$ cat src/hdl/bte_pkg.sv
`default_nettype none
package bte_pkg;

  typedef struct packed {
    logic [7:0] byte_value;
    logic       last_byte;
  } bte_in_t;

  typedef struct packed {
    logic [7:0] out_char;
    logic       last_of_run;
  } bte_out_t;

  // Controller to datapath
  typedef struct packed {
    logic load;
    logic conv_step;
    logic issue;
  } bte_cmd_t;

  // Datapath to controller
  typedef struct packed {
    logic plan_empty;
    logic plan_num;
    logic last_slot;
    logic out_free;
  } bte_status_t;

  localparam logic [16:0] LOAD_BASE   = 17'h00801;
  localparam logic [7:0]  TOKEN_FIRST = 8'h80;
  localparam logic [7:0]  TOKEN_LAST  = 8'hCB;
  localparam logic [7:0]  QUOTE_CHAR  = 8'h22;
  localparam logic [7:0]  NEWLINE_CHAR = 8'h0A;
  localparam logic [7:0]  SPACE_CHAR  = 8'h20;
  localparam logic [7:0]  DIGIT_ZERO  = 8'h30;
  localparam logic [6:0]  KW_ERROR    = 7'd76;
  localparam int          TEXT_BYTES  = 11;
  localparam int          CONV_STEPS  = 16;

  // Keyword text, right-aligned and zero-padded on the left
  function automatic logic [8*TEXT_BYTES-1:0] kw_text(input logic [6:0] idx);
    logic [8*TEXT_BYTES-1:0] t;
    case (idx)
      7'd0:  t = "END";
      7'd1:  t = "FOR";
      7'd2:  t = "NEXT";
      7'd3:  t = "DATA";
      7'd4:  t = "INPUT#";
      7'd5:  t = "INPUT";
      7'd6:  t = "DIM";
      7'd7:  t = "READ";
      7'd8:  t = "LET";
      7'd9:  t = "GOTO";
      7'd10: t = "RUN";
      7'd11: t = "IF";
      7'd12: t = "RESTORE";
      7'd13: t = "GOSUB";
      7'd14: t = "RETURN";
      7'd15: t = "REM";
      7'd16: t = "STOP";
      7'd17: t = "ON";
      7'd18: t = "WAIT";
      7'd19: t = "LOAD";
      7'd20: t = "SAVE";
      7'd21: t = "VERIFY";
      7'd22: t = "DEF";
      7'd23: t = "POKE";
      7'd24: t = "PRINT#";
      7'd25: t = "PRINT";
      7'd26: t = "CONT";
      7'd27: t = "LIST";
      7'd28: t = "CLR";
      7'd29: t = "CMD";
      7'd30: t = "SYS";
      7'd31: t = "OPEN";
      7'd32: t = "CLOSE";
      7'd33: t = "GET";
      7'd34: t = "NEW";
      7'd35: t = "TAB(";
      7'd36: t = "TO";
      7'd37: t = "FN";
      7'd38: t = "SPC(";
      7'd39: t = "THEN";
      7'd40: t = "NOT";
      7'd41: t = "STEP";
      7'd42: t = "+";
      7'd43: t = "-";
      7'd44: t = "*";
      7'd45: t = "/";
      7'd46: t = "^";
      7'd47: t = "AND";
      7'd48: t = "OR";
      7'd49: t = ">";
      7'd50: t = "=";
      7'd51: t = "<";
      7'd52: t = "SGN";
      7'd53: t = "INT";
      7'd54: t = "ABS";
      7'd55: t = "USR";
      7'd56: t = "FRE";
      7'd57: t = "POS";
      7'd58: t = "SQR";
      7'd59: t = "RND";
      7'd60: t = "LOG";
      7'd61: t = "EXP";
      7'd62: t = "COS";
      7'd63: t = "SIN";
      7'd64: t = "TAN";
      7'd65: t = "ATN";
      7'd66: t = "PEEK";
      7'd67: t = "LEN";
      7'd68: t = "STR$";
      7'd69: t = "VAL";
      7'd70: t = "ASC";
      7'd71: t = "CHR$";
      7'd72: t = "LEFT$";
      7'd73: t = "RIGHT$";
      7'd74: t = "MID$";
      7'd75: t = "GO";
      default: t = "***ERROR***";
    endcase
    return t;
  endfunction

  // Count the characters of a right-aligned text
  function automatic logic [3:0] kw_len(input logic [8*TEXT_BYTES-1:0] t);
    logic [3:0] n;
    n = 4'd0;
    for (int i = 0; i < TEXT_BYTES; i++) begin
      if (t[i*8 +: 8] != 8'd0) n = n + 4'd1;
    end
    return n;
  endfunction

endpackage
`default_nettype wire

$ cat src/hdl/bte_ctrl.sv
`default_nettype none
module bte_ctrl (
  input  wire logic                 clk,
  input  wire logic                 rst,
  input  wire logic                 in_valid,
  input  wire bte_pkg::bte_status_t st,
  output bte_pkg::bte_cmd_t         cmd,
  output logic                      in_stall
);
  import bte_pkg::*;

  typedef enum logic [1:0] {ST_IDLE, ST_CONV, ST_EMIT} state_t;

  state_t     state;
  logic [3:0] conv_cnt;

  // Commands follow the state
  always_comb begin
    cmd.load      = (state == ST_IDLE) && in_valid;
    cmd.conv_step = (state == ST_CONV);
    cmd.issue     = (state == ST_EMIT) && st.out_free;
    in_stall      = (state != ST_IDLE);
  end

  // Sequence: take a byte, convert the line number if it has one, emit characters
  always_ff @(posedge clk) begin
    if (rst) begin
      state    <= ST_IDLE;
      conv_cnt <= 4'd0;
    end else begin
      case (state)
        ST_IDLE: begin
          if (in_valid && !st.plan_empty) begin
            conv_cnt <= 4'd0;
            state    <= st.plan_num ? ST_CONV : ST_EMIT;
          end
        end
        ST_CONV: begin
          conv_cnt <= conv_cnt + 4'd1;
          if (conv_cnt == 4'(CONV_STEPS - 1)) state <= ST_EMIT;
        end
        ST_EMIT: begin
          if (st.out_free && st.last_slot) state <= ST_IDLE;
        end
        default: state <= ST_IDLE;
      endcase
    end
  end

endmodule
`default_nettype wire

$ cat config.mk
export PLATFORM = sky130hd
export DESIGN_NAME = bte_ctrl
export DESIGN_NICKNAME = d
export VERILOG_FILES = /design/src/hdl/bte_pkg.sv /design/src/hdl/bte_ctrl.sv
export SDC_FILE = /design/constraint.sdc
export NUM_CORES = 1
export LEC_CHECK = 0
export BUFFER_PORTS_ARGS = -buffer_cell sky130_fd_sc_hd__buf_2
export CELL_PAD_IN_SITES_DETAIL_PLACEMENT = 1
export CELL_PAD_IN_SITES_GLOBAL_PLACEMENT = 1
export CORE_AREA = 2 2 39 41
export CTS_BUF_LIST = sky130_fd_sc_hd__clkbuf_4 sky130_fd_sc_hd__clkbuf_8
export DETAILED_ROUTE_END_ITERATION = 8
export DIE_AREA = 0 0 41 43
export GPL_TIMING_DRIVEN = 1
export PLACE_DENSITY = 0.63
export SETUP_SLACK_MARGIN = 0.4
export SLEW_MARGIN = 15
export SYNTH_ARGS = -nofsm -noshare
export SYNTH_HDL_FRONTEND = slang
export SYNTH_SLANG_ARGS = --single-unit
$ cat constraint.sdc
create_clock -name clk -period 2 [get_ports clk]
set_input_delay 0.3 -clock clk [delete_from_list [all_inputs] [get_ports clk]]
set_output_delay 0.3 -clock clk [all_outputs]
set_load 0.05 [all_outputs]
### After elaboration in Yosys (flattened, before gate mapping)

Index checks and enable logic that the tools add are counted.

* $add $sub $neg: 1
* $mul: 0
* div/mod/pow operators: 0
* $lt $le $gt $ge: 0
* equal/unequal tests: 6
* shifts and indexed selects: 0
* muxes and demuxes: 7
* bitwise operators: 0
* reduce and logical (&&, ||, !) cells: 10

Operators with widths (count)
* 2-bit two-way mux: 4
* 4-bit one-hot mux with 2 select lines: 1
* 2-bit by 1-bit inequality test with 1-bit output, second input constant: 3
* 2-bit one-hot mux with 3 select lines: 1
* 4-bit by 1-bit adder with 4-bit output, second input constant: 1
* 4-bit == test, second input constant: 1
* 1-bit logical AND: 4
* 4-bit two-way mux: 1
* 2-bit nonzero test: 2
* 3-bit AND reduction: 1
* 2-bit by 1-bit == test with 1-bit output, second input constant: 1
* 2-bit == test, second input constant: 1
* 2-bit zero test: 1
* 2-bit AND reduction: 1
* 1-bit zero test: 1

* flip-flop bits (word level): 6
* latch bits: 0
* bits in writable memories: 0
* ROM bits: 0
* input bits: 7
* output and inout bits: 4
* word-level logic and storage cells: 26
* memories: 0

### Depth between registers and ports, before layout

Gate-level depths: netlist of the first run.

* depth after elaboration: 4
* depth in mapped cells: 4
* mapped depth without buffers: 4

### Worst setup path after synthesis of the first run

OpenSTA, ideal clock, no wires.

* kind: flip-flop to output port
* from: register state[1]
* to: output cmd[2] (netlist bit)
* arrival: 1.570 ns
* required time: 1.700 ns
* slack: 0.130 ns
* cell stages (with the launch flop): 4
* buffers on the path: 1
* path through: dfxtp_1 > clkbuf_1 > or2_2 > nor2_1

RTL lines
* start: declaration: line bte_ctrl.sv:14 `state_t state;`
* start signal: assignment: line bte_ctrl.sv:35 `state <= st.plan_num ? ST_CONV : ST_EMIT;`
* end: declaration: line bte_ctrl.sv:7 `output bte_pkg::bte_cmd_t cmd,`

==> metrics.txt, run 1 <==
# TYPE chip_impl_metric gauge
chip_impl_info{name="synth.largest_area_cell",value="sky130_fd_sc_hd__dfxtp_1"} 1
chip_impl_metric{name="max_freq",unit="MHz"} 660
chip_impl_info{name="run_status",value="complete, no violations"} 1
chip_impl_metric{name="drt_pass1_iterations",unit=""} 4
chip_impl_metric{name="wl_per_cell",unit="um"} 12.4
chip_impl_metric{name="timing.setup.tns",unit="ns"} 0
chip_impl_metric{name="timing.hold.ws",unit="ns"} 0.331
chip_impl_metric{name="clk-insertion-delay-late",unit="ns"} 0.25
chip_impl_metric{name="numPortBuffers",unit=""} 10
chip_impl_metric{name="wl_met1",unit="um"} 426
chip_impl_info{name="criticalPathCategory",value="register to output pin"} 1
chip_impl_metric{name="number_of_enable_type_register_cells_in_the_synthesized_netlist",unit=""} 0
chip_impl_metric{name="final.fill_count",unit=""} 168
chip_impl_metric{name="worstMarginPinSlew",unit="ns"} 0.334
chip_impl_metric{name="grt.total_usage",unit="%"} 11.9
chip_impl_info{name="ys.flop_type",value="sky130_fd_sc_hd__dfxtp_1"} 1
chip_impl_metric{name="gp_routability_congestion",unit=""} 0.677
chip_impl_info{name="timing.critical_path.cells",value="or2_2 > nor2_4 > buf_4"} 1
chip_impl_metric{name="cts_max_level",unit=""} 1
chip_impl_metric{name="synthesis_stage_register_bit_count",unit=""} 6
chip_impl_metric{name="global_route.overflow_total",unit=""} 0
chip_impl_metric{name="register_to_register_path_depth",unit=""} 3
chip_impl_info{name="worstSetupStartpointType",value="register"} 1
chip_impl_info{name="rsz0062_at_grt",value="no"} 1
chip_impl_metric{name="met2WireLength",unit="um"} 416
chip_impl_metric{name="p_int",unit="mW"} 0.215
chip_impl_metric{name="synth_area",unit="sq um"} 370
chip_impl_metric{name="multiInputGateArea",unit="sq um"} 229
chip_impl_info{name="ctsRootBufferMaster",value="sky130_fd_sc_hd__clkbuf_4"} 1
chip_impl_metric{name="cap_viol_max_count",unit=""} 0
chip_impl_metric{name="floorplan.die_area",unit="sq mm"} 0.00176
chip_impl_metric{name="worst_path_largest_cell_delay",unit="ns"} 0.36
chip_impl_metric{name="ant_nets",unit=""} 0
chip_impl_info{name="min_from",value="rst"} 1
chip_impl_metric{name="detailed_place.area",unit="sq um"} 429
chip_impl_metric{name="leakage",unit="nW"} 0.191
chip_impl_metric{name="post_synth.cell_area_avg",unit="sq um"} 8.61
chip_impl_metric{name="critical_path.n_buffers_inverters",unit=""} 1
chip_impl_metric{name="max-slew-margin-rel",unit="%"} 77.7
chip_impl_metric{name="synth_seq_area_share",unit="%"} 32.4
chip_impl_info{name="layout_common_cells",value="sky130_fd_sc_hd__buf_2, sky130_fd_sc_hd__nand2b_1, sky130_fd_sc_hd__dfxtp_1"} 1
chip_impl_info{name="path_delay_family",value="simple AND/OR/NAND/NOR gates"} 1
chip_impl_metric{name="finalPower",unit="mW"} 0.309
chip_impl_metric{name="regToRegSetupSlack",unit="ns"} 0.75
chip_impl_info{name="hold_class",value="input port to register"} 1
chip_impl_metric{name="insertedDiodeCount",unit=""} 0
chip_impl_metric{name="slew_viol_final",unit=""} 0
chip_impl_metric{name="power_frac_comb",unit="%"} 20.0
chip_impl_info{name="maxUsedRoutingLayer",value="met3"} 1
chip_impl_metric{name="drcViolationCount",unit=""} 0
chip_impl_metric{name="max-vdd-ir-drop",unit="uV"} 254
chip_impl_info{name="crit_path_end_kind",value="output pin"} 1
chip_impl_metric{name="layout_worst_path_cycle_share",unit="%"} 75.8
chip_impl_info{name="yosys-top-cells-area",value="sky130_fd_sc_hd__dfxtp_1, sky130_fd_sc_hd__nand2b_1, sky130_fd_sc_hd__nand3_1"} 1
chip_impl_metric{name="grt_antenna_before_repair",unit=""} 0
chip_impl_metric{name="timing.critical_path.fanout_max",unit=""} 9
chip_impl_metric{name="final_cell_area",unit="sq um"} 459
chip_impl_metric{name="ys_types",unit=""} 28
chip_impl_metric{name="yosysWarningCount",unit=""} 0
chip_impl_info{name="critical_r2r_capture",value="conv_cnt[3]$_SDFFE_PP0P_"} 1
chip_impl_metric{name="initial_utilization",unit="%"} 26.8
chip_impl_metric{name="final-setup-viol-count",unit=""} 0
chip_impl_metric{name="die_h",unit="um"} 43
chip_impl_metric{name="power.net_switching",unit="mW"} 0.0943
chip_impl_metric{name="stdcell_count",unit=""} 69
chip_impl_metric{name="postSynth.asyncResetShare",unit="%"} 0
chip_impl_metric{name="clock_power_share",unit="%"} 37.9
chip_impl_info{name="critical_path.reg2reg.startpoint",value="state[0]$_SDFFE_PP0P_"} 1
chip_impl_metric{name="finalCriticalPeriod",unit="ns"} 1.52
chip_impl_metric{name="worst_hold_path.num_cells",unit=""} 2
chip_impl_metric{name="drive_above_1_share",unit="%"} 37.7
chip_impl_metric{name="num-nets-final",unit=""} 63
chip_impl_info{name="critPathSlowestCell",value="sky130_fd_sc_hd__dfxtp_2"} 1
chip_impl_info{name="hold_end",value="state[0]$_SDFFE_PP0P_"} 1
chip_impl_metric{name="postRouteWirelength",unit="um"} 859
chip_impl_metric{name="syn_nets",unit=""} 51
chip_impl_metric{name="p_per_area",unit="mW/mm^2"} 673
chip_impl_info{name="clock_tree_from_tritoncts",value="built"} 1
chip_impl_metric{name="via_count_of_the_first_global_routing_pass",unit=""} 325
chip_impl_metric{name="tritoncts.num_buffers",unit=""} 3
chip_impl_info{name="mostFrequentLayoutCell",value="sky130_fd_sc_hd__buf_2"} 1
chip_impl_metric{name="syn2layout_area_growth",unit="%"} 24.0
chip_impl_metric{name="route.vias.total",unit=""} 345
chip_impl_metric{name="grt_pass1_wl",unit="um"} 1370
chip_impl_metric{name="worstPathArrival",unit="ns"} 1.22
chip_impl_metric{name="seqPwrFrac",unit="%"} 42.1
chip_impl_metric{name="cts_setup_buffers",unit=""} 0
chip_impl_metric{name="clock_sink_count",unit=""} 6
chip_impl_metric{name="num_rows",unit=""} 14
chip_impl_metric{name="max-clock-path-buffers",unit=""} 2
chip_impl_metric{name="ioPinCount",unit=""} 11
chip_impl_metric{name="chipWidth",unit="um"} 41
chip_impl_metric{name="area_of_the_core",unit="sq mm"} 0.00138
chip_impl_metric{name="cts.reportedPaths.clkPinSlew",unit="ns"} 0.05
chip_impl_metric{name="clock_skew",unit="ns"} 0.00460
chip_impl_metric{name="post-synth-top-area-fraction",unit="%"} 32.4
chip_impl_metric{name="crit_required",unit="ns"} 1.70
chip_impl_metric{name="dr.first_iter.drc_count",unit=""} 7
chip_impl_metric{name="routed_via_density",unit=""} 5.00
chip_impl_metric{name="placed_cells_incl_taps",unit=""} 66
chip_impl_metric{name="final_hold_viol_count",unit=""} 0
chip_impl_metric{name="area.sequential",unit="sq um"} 123
chip_impl_metric{name="detailroute.wirelength.met3",unit="um"} 15
chip_impl_metric{name="hold_buffers",unit=""} 0
chip_impl_metric{name="postSynthCellCount",unit=""} 43
chip_impl_metric{name="power.share.switching",unit="%"} 30.5
chip_impl_metric{name="largest_net_degree_at_the_start_of_global_routing",unit=""} 11
[worst max path at each step]
stage | startpoint | end | slack [ns] | cells after the start
floorplan | state[1]$_SDFFE_PP0P_ | cmd[1] | 0.47 | 2
global placement | state[0]$_SDFFE_PP0P_ | cmd[2] | 0.64 | 3
detailed placement | state[0]$_SDFFE_PP0P_ | cmd[2] | 0.64 | 3
CTS | state[0]$_SDFFE_PP0P_ | cmd[2] | 0.43 | 3
global route | state[0]$_SDFFE_PP0P_ | cmd[2] | 0.44 | 3
finish | state[0]$_SDFFE_PP0P_ | cmd[2] | 0.48 | 3
[power by group through the flow]
stage	sequential [mW]	clock (mW)	combinational [mW]
2_1_floorplan	0.127	0	0.0508
3_3_place_gp	0.132	0	0.0594
3_5_place_dp	0.132	0	0.0597
4_1_cts	0.129	0.122	0.0622
5_1_grt	0.131	0.126	0.0673
6_report	0.130	0.117	0.0619
[logic make-up (layout without fill, tap and decap cells)]
group	Yosys count	in the layout	synth area share, %
and+or+nand+nor	20	20	34.5
AOI/OAI and AO/OA	11	11	22.0
DFF	6	6	32.4
buffers and inverters	5	15	7.77
adders and majority gates	1	1	3.38
[stage by stage]
| stage | worst slack, ns | util (%) |
|---|---|---|
| 3_5_place_dp | 0.638 | 31.0 |
| 2_1_floorplan | 0.474 | - |
| 5_1_grt | 0.442 | 33.2 |
| 6_report | 0.484 | 33.2 |
| 4_1_cts | 0.428 | 33.0 |
| 3_3_place_gp | 0.644 | 31.0 |
[flip-flops by register name, summed over array words and instances (netlist names)]
register,count
state,2
conv_cnt,4
[routing by layer]
metal | GRT usage [%] | vias up
met1 | 15.3 | 160
met2 | 16.6 | 5
met5 | 0 | -
met4 | 10.0 | 0
met3 | 1.57 | 0
li1 | - | 180
[Yosys cell counts (2+ instances only)]
cell	n
sky130_fd_sc_hd__nor2_1	3
sky130_fd_sc_hd__o21ai_0	2
sky130_fd_sc_hd__dfxtp_1	6
sky130_fd_sc_hd__a21oi_1	2
sky130_fd_sc_hd__nand3_1	3
sky130_fd_sc_hd__nand2b_1	4
sky130_fd_sc_hd__nand3b_1	2
[cell type report]
| type | count | area share (%) |
|---|---|---|
| well taps | 16 | 4.36 |
| repair buffers | 10 | 12.0 |
| multi-input cells | 32 | 49.9 |
| inverters | 2 | 2.18 |
| flip-flops and latches | 6 | 26.7 |
| clock buffers | 3 | 4.90 |
[timing repair]
item | 4_1_cts | 5_1_grt
cloned | 0 | 0
setup endpoints to repair | 2 | 2
resized for setup | 2 | 2
Power figures use the tool's default switching activity.
==> run 2, diff against run 1 <==
--- a/config.mk
+++ b/config.mk
@@ -13,7 +13,7 @@
 export DETAILED_ROUTE_END_ITERATION = 8
 export DIE_AREA = 0 0 41 43
 export GPL_TIMING_DRIVEN = 1
-export PLACE_DENSITY = 0.63
+export PLACE_DENSITY = 0.65
 export SETUP_SLACK_MARGIN = 0.4
 export SLEW_MARGIN = 15
 export SYNTH_ARGS = -nofsm -noshare
==> constraint.sdc (replaced) <==
create_clock -name clk -period 1.3 [get_ports clk]
set_input_delay 0.195 -clock clk [delete_from_list [all_inputs] [get_ports clk]]
set_output_delay 0.195 -clock clk [all_outputs]
set_load 0.05 [all_outputs]
==> run 2 against run 1 <==
Against the previous run: the flow now finishes with violations (negative setup slack); clock-buffer cell count unchanged; die area unchanged; cell count increased by 14%; flip-flop and latch count unchanged; hold slack got worse by 0.11 ns; routed wire length increased by 32%; global-route usage increased by 4.6 points; final area increased by 43%; setup slack got worse by 0.49 ns; combinational power increased to 2.6 times the previous value; sequential share of layout area decreased by 6.5 points; power increased by 69%; critical endpoint unchanged.
==> metrics.txt, run 2 (synthesis gave the netlist of run 1 again) <==
# TYPE chip_impl_metric gauge
chip_impl_info{name="run_status",value="finished, violations left"} 1
chip_impl_info{name="violations_in_the_final_reports",value="negative setup slack"} 1
chip_impl_metric{name="max-vdd-ir-drop",unit="uV"} 462
chip_impl_info{name="critical_r2r_capture",value="conv_cnt[3]$_SDFFE_PP0P_"} 1
chip_impl_metric{name="crit_required",unit="ns"} 1.11
chip_impl_info{name="worstSetupStartpointType",value="register"} 1
chip_impl_info{name="layout_common_cells",value="sky130_fd_sc_hd__buf_2, sky130_fd_sc_hd__buf_4, sky130_fd_sc_hd__buf_6"} 1
chip_impl_info{name="hold_class",value="input port to register"} 1
chip_impl_metric{name="worst_path_largest_cell_delay",unit="ns"} 0.36
chip_impl_metric{name="route.vias.total",unit=""} 397
chip_impl_metric{name="die_h",unit="um"} 43
chip_impl_metric{name="chipWidth",unit="um"} 41
chip_impl_metric{name="insertedDiodeCount",unit=""} 0
chip_impl_metric{name="leakage",unit="nW"} 0.259
chip_impl_metric{name="register_to_register_path_depth",unit=""} 3
chip_impl_metric{name="hold_buffers",unit=""} 0
chip_impl_metric{name="num_rows",unit=""} 14
chip_impl_metric{name="max_freq",unit="MHz"} 766
chip_impl_metric{name="tritoncts.num_buffers",unit=""} 3
chip_impl_metric{name="global_route.overflow_total",unit=""} 0
chip_impl_info{name="max_flop_register",value="conv_cnt"} 1
chip_impl_metric{name="dr.first_iter.drc_count",unit=""} 1
chip_impl_metric{name="max-clock-path-buffers",unit=""} 2
chip_impl_metric{name="ant_nets",unit=""} 0
chip_impl_metric{name="largest_net_degree_at_the_start_of_global_routing",unit=""} 11
chip_impl_metric{name="via_count_of_the_first_global_routing_pass",unit=""} 395
chip_impl_metric{name="initial_utilization",unit="%"} 26.8
chip_impl_metric{name="dpl.hpwl",unit="um"} 661
chip_impl_info{name="criticalPathCategory",value="register to output pin"} 1
chip_impl_metric{name="cap_viol_max_count",unit=""} 0
chip_impl_metric{name="regToRegSetupSlack",unit="ns"} 0.06
chip_impl_info{name="worst_setup_path_startpoint",value="state[0]$_SDFFE_PP0P_"} 1
chip_impl_metric{name="clock_sink_count",unit=""} 6
chip_impl_metric{name="cp.depth",unit=""} 3
chip_impl_metric{name="postRouteWirelength",unit="um"} 1140
chip_impl_metric{name="worstPathArrival",unit="ns"} 1.11
chip_impl_info{name="clock_tree_from_tritoncts",value="built"} 1
chip_impl_metric{name="max-slew-margin-rel",unit="%"} 84.7
chip_impl_metric{name="cts.reportedPaths.clkPinSlew",unit="ns"} 0.04
chip_impl_metric{name="slew_viol_final",unit=""} 0
chip_impl_metric{name="routed_via_density",unit=""} 5.03
chip_impl_info{name="path_delay_family",value="flip-flops"} 1
chip_impl_info{name="worstSetupEndpoint",value="cmd[2]"} 1
chip_impl_metric{name="finalCriticalPeriod",unit="ns"} 1.31
chip_impl_metric{name="timing.setup.tns",unit="ns"} -0.00511
chip_impl_metric{name="layout_worst_path_cycle_share",unit="%"} 100
chip_impl_metric{name="finalPower",unit="mW"} 0.522
chip_impl_metric{name="grt_antenna_before_repair",unit=""} 0
chip_impl_metric{name="critical_path.n_buffers_inverters",unit=""} 1
chip_impl_info{name="ctsRootBufferMaster",value="sky130_fd_sc_hd__clkbuf_4"} 1
chip_impl_metric{name="final-setup-viol-count",unit=""} 1
chip_impl_metric{name="syn2layout_area_growth",unit="%"} 77.0
chip_impl_metric{name="grt.total_usage",unit="%"} 16.5
chip_impl_metric{name="clock_skew",unit="ns"} 0.00305
chip_impl_metric{name="fin_ws",unit="ns"} -0.00511
chip_impl_metric{name="largest_reg_flops",unit=""} 4
chip_impl_metric{name="final_hold_viol_count",unit=""} 0
chip_impl_metric{name="p_per_area",unit="mW/mm^2"} 797
chip_impl_info{name="critPathSlowestCell",value="sky130_fd_sc_hd__dfxtp_4"} 1
chip_impl_info{name="crit_path_end_kind",value="output pin"} 1
chip_impl_metric{name="area_of_the_core",unit="sq mm"} 0.00138
chip_impl_metric{name="gp_routability_congestion",unit=""} 0.640
chip_impl_info{name="biggestRegsByFlops",value="conv_cnt (4), state (2)"} 1
chip_impl_metric{name="worstMarginPinSlew",unit="ns"} 0.226
chip_impl_info{name="timing.critical_path.cells",value="or2_4 > nor2_4 > buf_6"} 1
chip_impl_metric{name="numPortBuffers",unit=""} 10
chip_impl_metric{name="clk-insertion-delay-late",unit="ns"} 0.24
chip_impl_metric{name="drive_above_1_share",unit="%"} 61.9
chip_impl_metric{name="drt_pass1_iterations",unit=""} 4
chip_impl_metric{name="timing.critical_path.fanout_max",unit=""} 4
chip_impl_metric{name="drcViolationCount",unit=""} 0
chip_impl_info{name="critical_path.reg2reg.startpoint",value="state[1]$_SDFFE_PP0P_"} 1
chip_impl_metric{name="cts_max_level",unit=""} 1
chip_impl_info{name="rsz0062_at_grt",value="yes"} 1
chip_impl_metric{name="floorplan.die_area",unit="sq mm"} 0.00176
chip_impl_metric{name="wl_per_cell",unit="um"} 14.4
chip_impl_metric{name="grt_pass1_wl",unit="um"} 1900
chip_impl_metric{name="num-nets-final",unit=""} 73
chip_impl_metric{name="ioPinCount",unit=""} 11
## run 2: changes by cell type in the layout (fill, tap and decap cells not counted), moves of 2 or more
cell	change
sky130_fd_sc_hd__o21ai_0	-2
sky130_fd_sc_hd__buf_2	-2
sky130_fd_sc_hd__dfxtp_1	-2
sky130_fd_sc_hd__buf_8	+2
sky130_fd_sc_hd__buf_6	+5
sky130_fd_sc_hd__buf_4	+4
sky130_fd_sc_hd__dfxtp_4	+3
## run 2: area by class of cell
type	count	area [sq um]
flip-flops and latches	6	133
well taps	16	20.0
repair buffers	20	181
clock buffers	3	22.5
multi-input cells	32	279
fillers	158	728
inverters	2	20.0
## run 2: layer usage
| metal | up-vias | GRT usage, % | wire [um] |
|---|---|---|---|
| li1 | 200 | - | - |
| met1 | 192 | 19.8 | 495 |
| met2 | 5 | 25.6 | 604 |
| met3 | 0 | 9.42 | 36 |
| met4 | 0 | 2.00 | 0 |
| met5 | - | 0 | 0 |
## run 2: worst reg2reg max path, stage by stage, from the launching register on
cell and delay, ns:
sky130_fd_sc_hd__dfxtp_4 0.36, sky130_fd_sc_hd__buf_6 0.12, sky130_fd_sc_hd__or4_4 0.52, sky130_fd_sc_hd__o221ai_2 0.16
## run 2: worst min path at each step
stage | depth (start not counted) | start | to
after global placement | 2 | rst | state[0]$_SDFFE_PP0P_
after CTS | 2 | rst | state[0]$_SDFFE_PP0P_
after global routing | 2 | rst | state[1]$_SDFFE_PP0P_
after floorplan | 2 | st[2] | state[1]$_SDFFE_PP0P_
final | 2 | rst | state[1]$_SDFFE_PP0P_
after detailed placement | 2 | rst | state[0]$_SDFFE_PP0P_
## run 2: metrics by stage
| stage | util, % | std cells | setup WS [ns] | hold WS, ns | cell area (sq um) |
|---|---|---|---|---|---|
| floorplan | - | 43 | 0.0390 | 0.390 | 400 |
| global placement | 32.5 | 67 | 0.0856 | 0.477 | 449 |
| detailed placement | 32.5 | 67 | 0.0735 | 0.476 | 449 |
| CTS | 45.8 | 78 | -0.0148 | 0.215 | 634 |
| global route | 47.4 | 79 | -0.0374 | 0.241 | 656 |
| finish | 47.4 | 79 | -0.00511 | 0.223 | 656 |
## run 2: timing repair
| item | CTS | global route |
|---|---|---|
| pin swaps | 8 | 1 |
| gates cloned | 0 | 0 |
| buffers inserted | 8 | 1 |
| resized for setup | 26 | 3 |
| endpoints found under the setup margin | 10 | 10 |
## run 2: report_power, final
part,switching [mW],internal (mW)
Combinational,0.0790,0.0789
Sequential,0.00987,0.187
Clock,0.0629,0.104
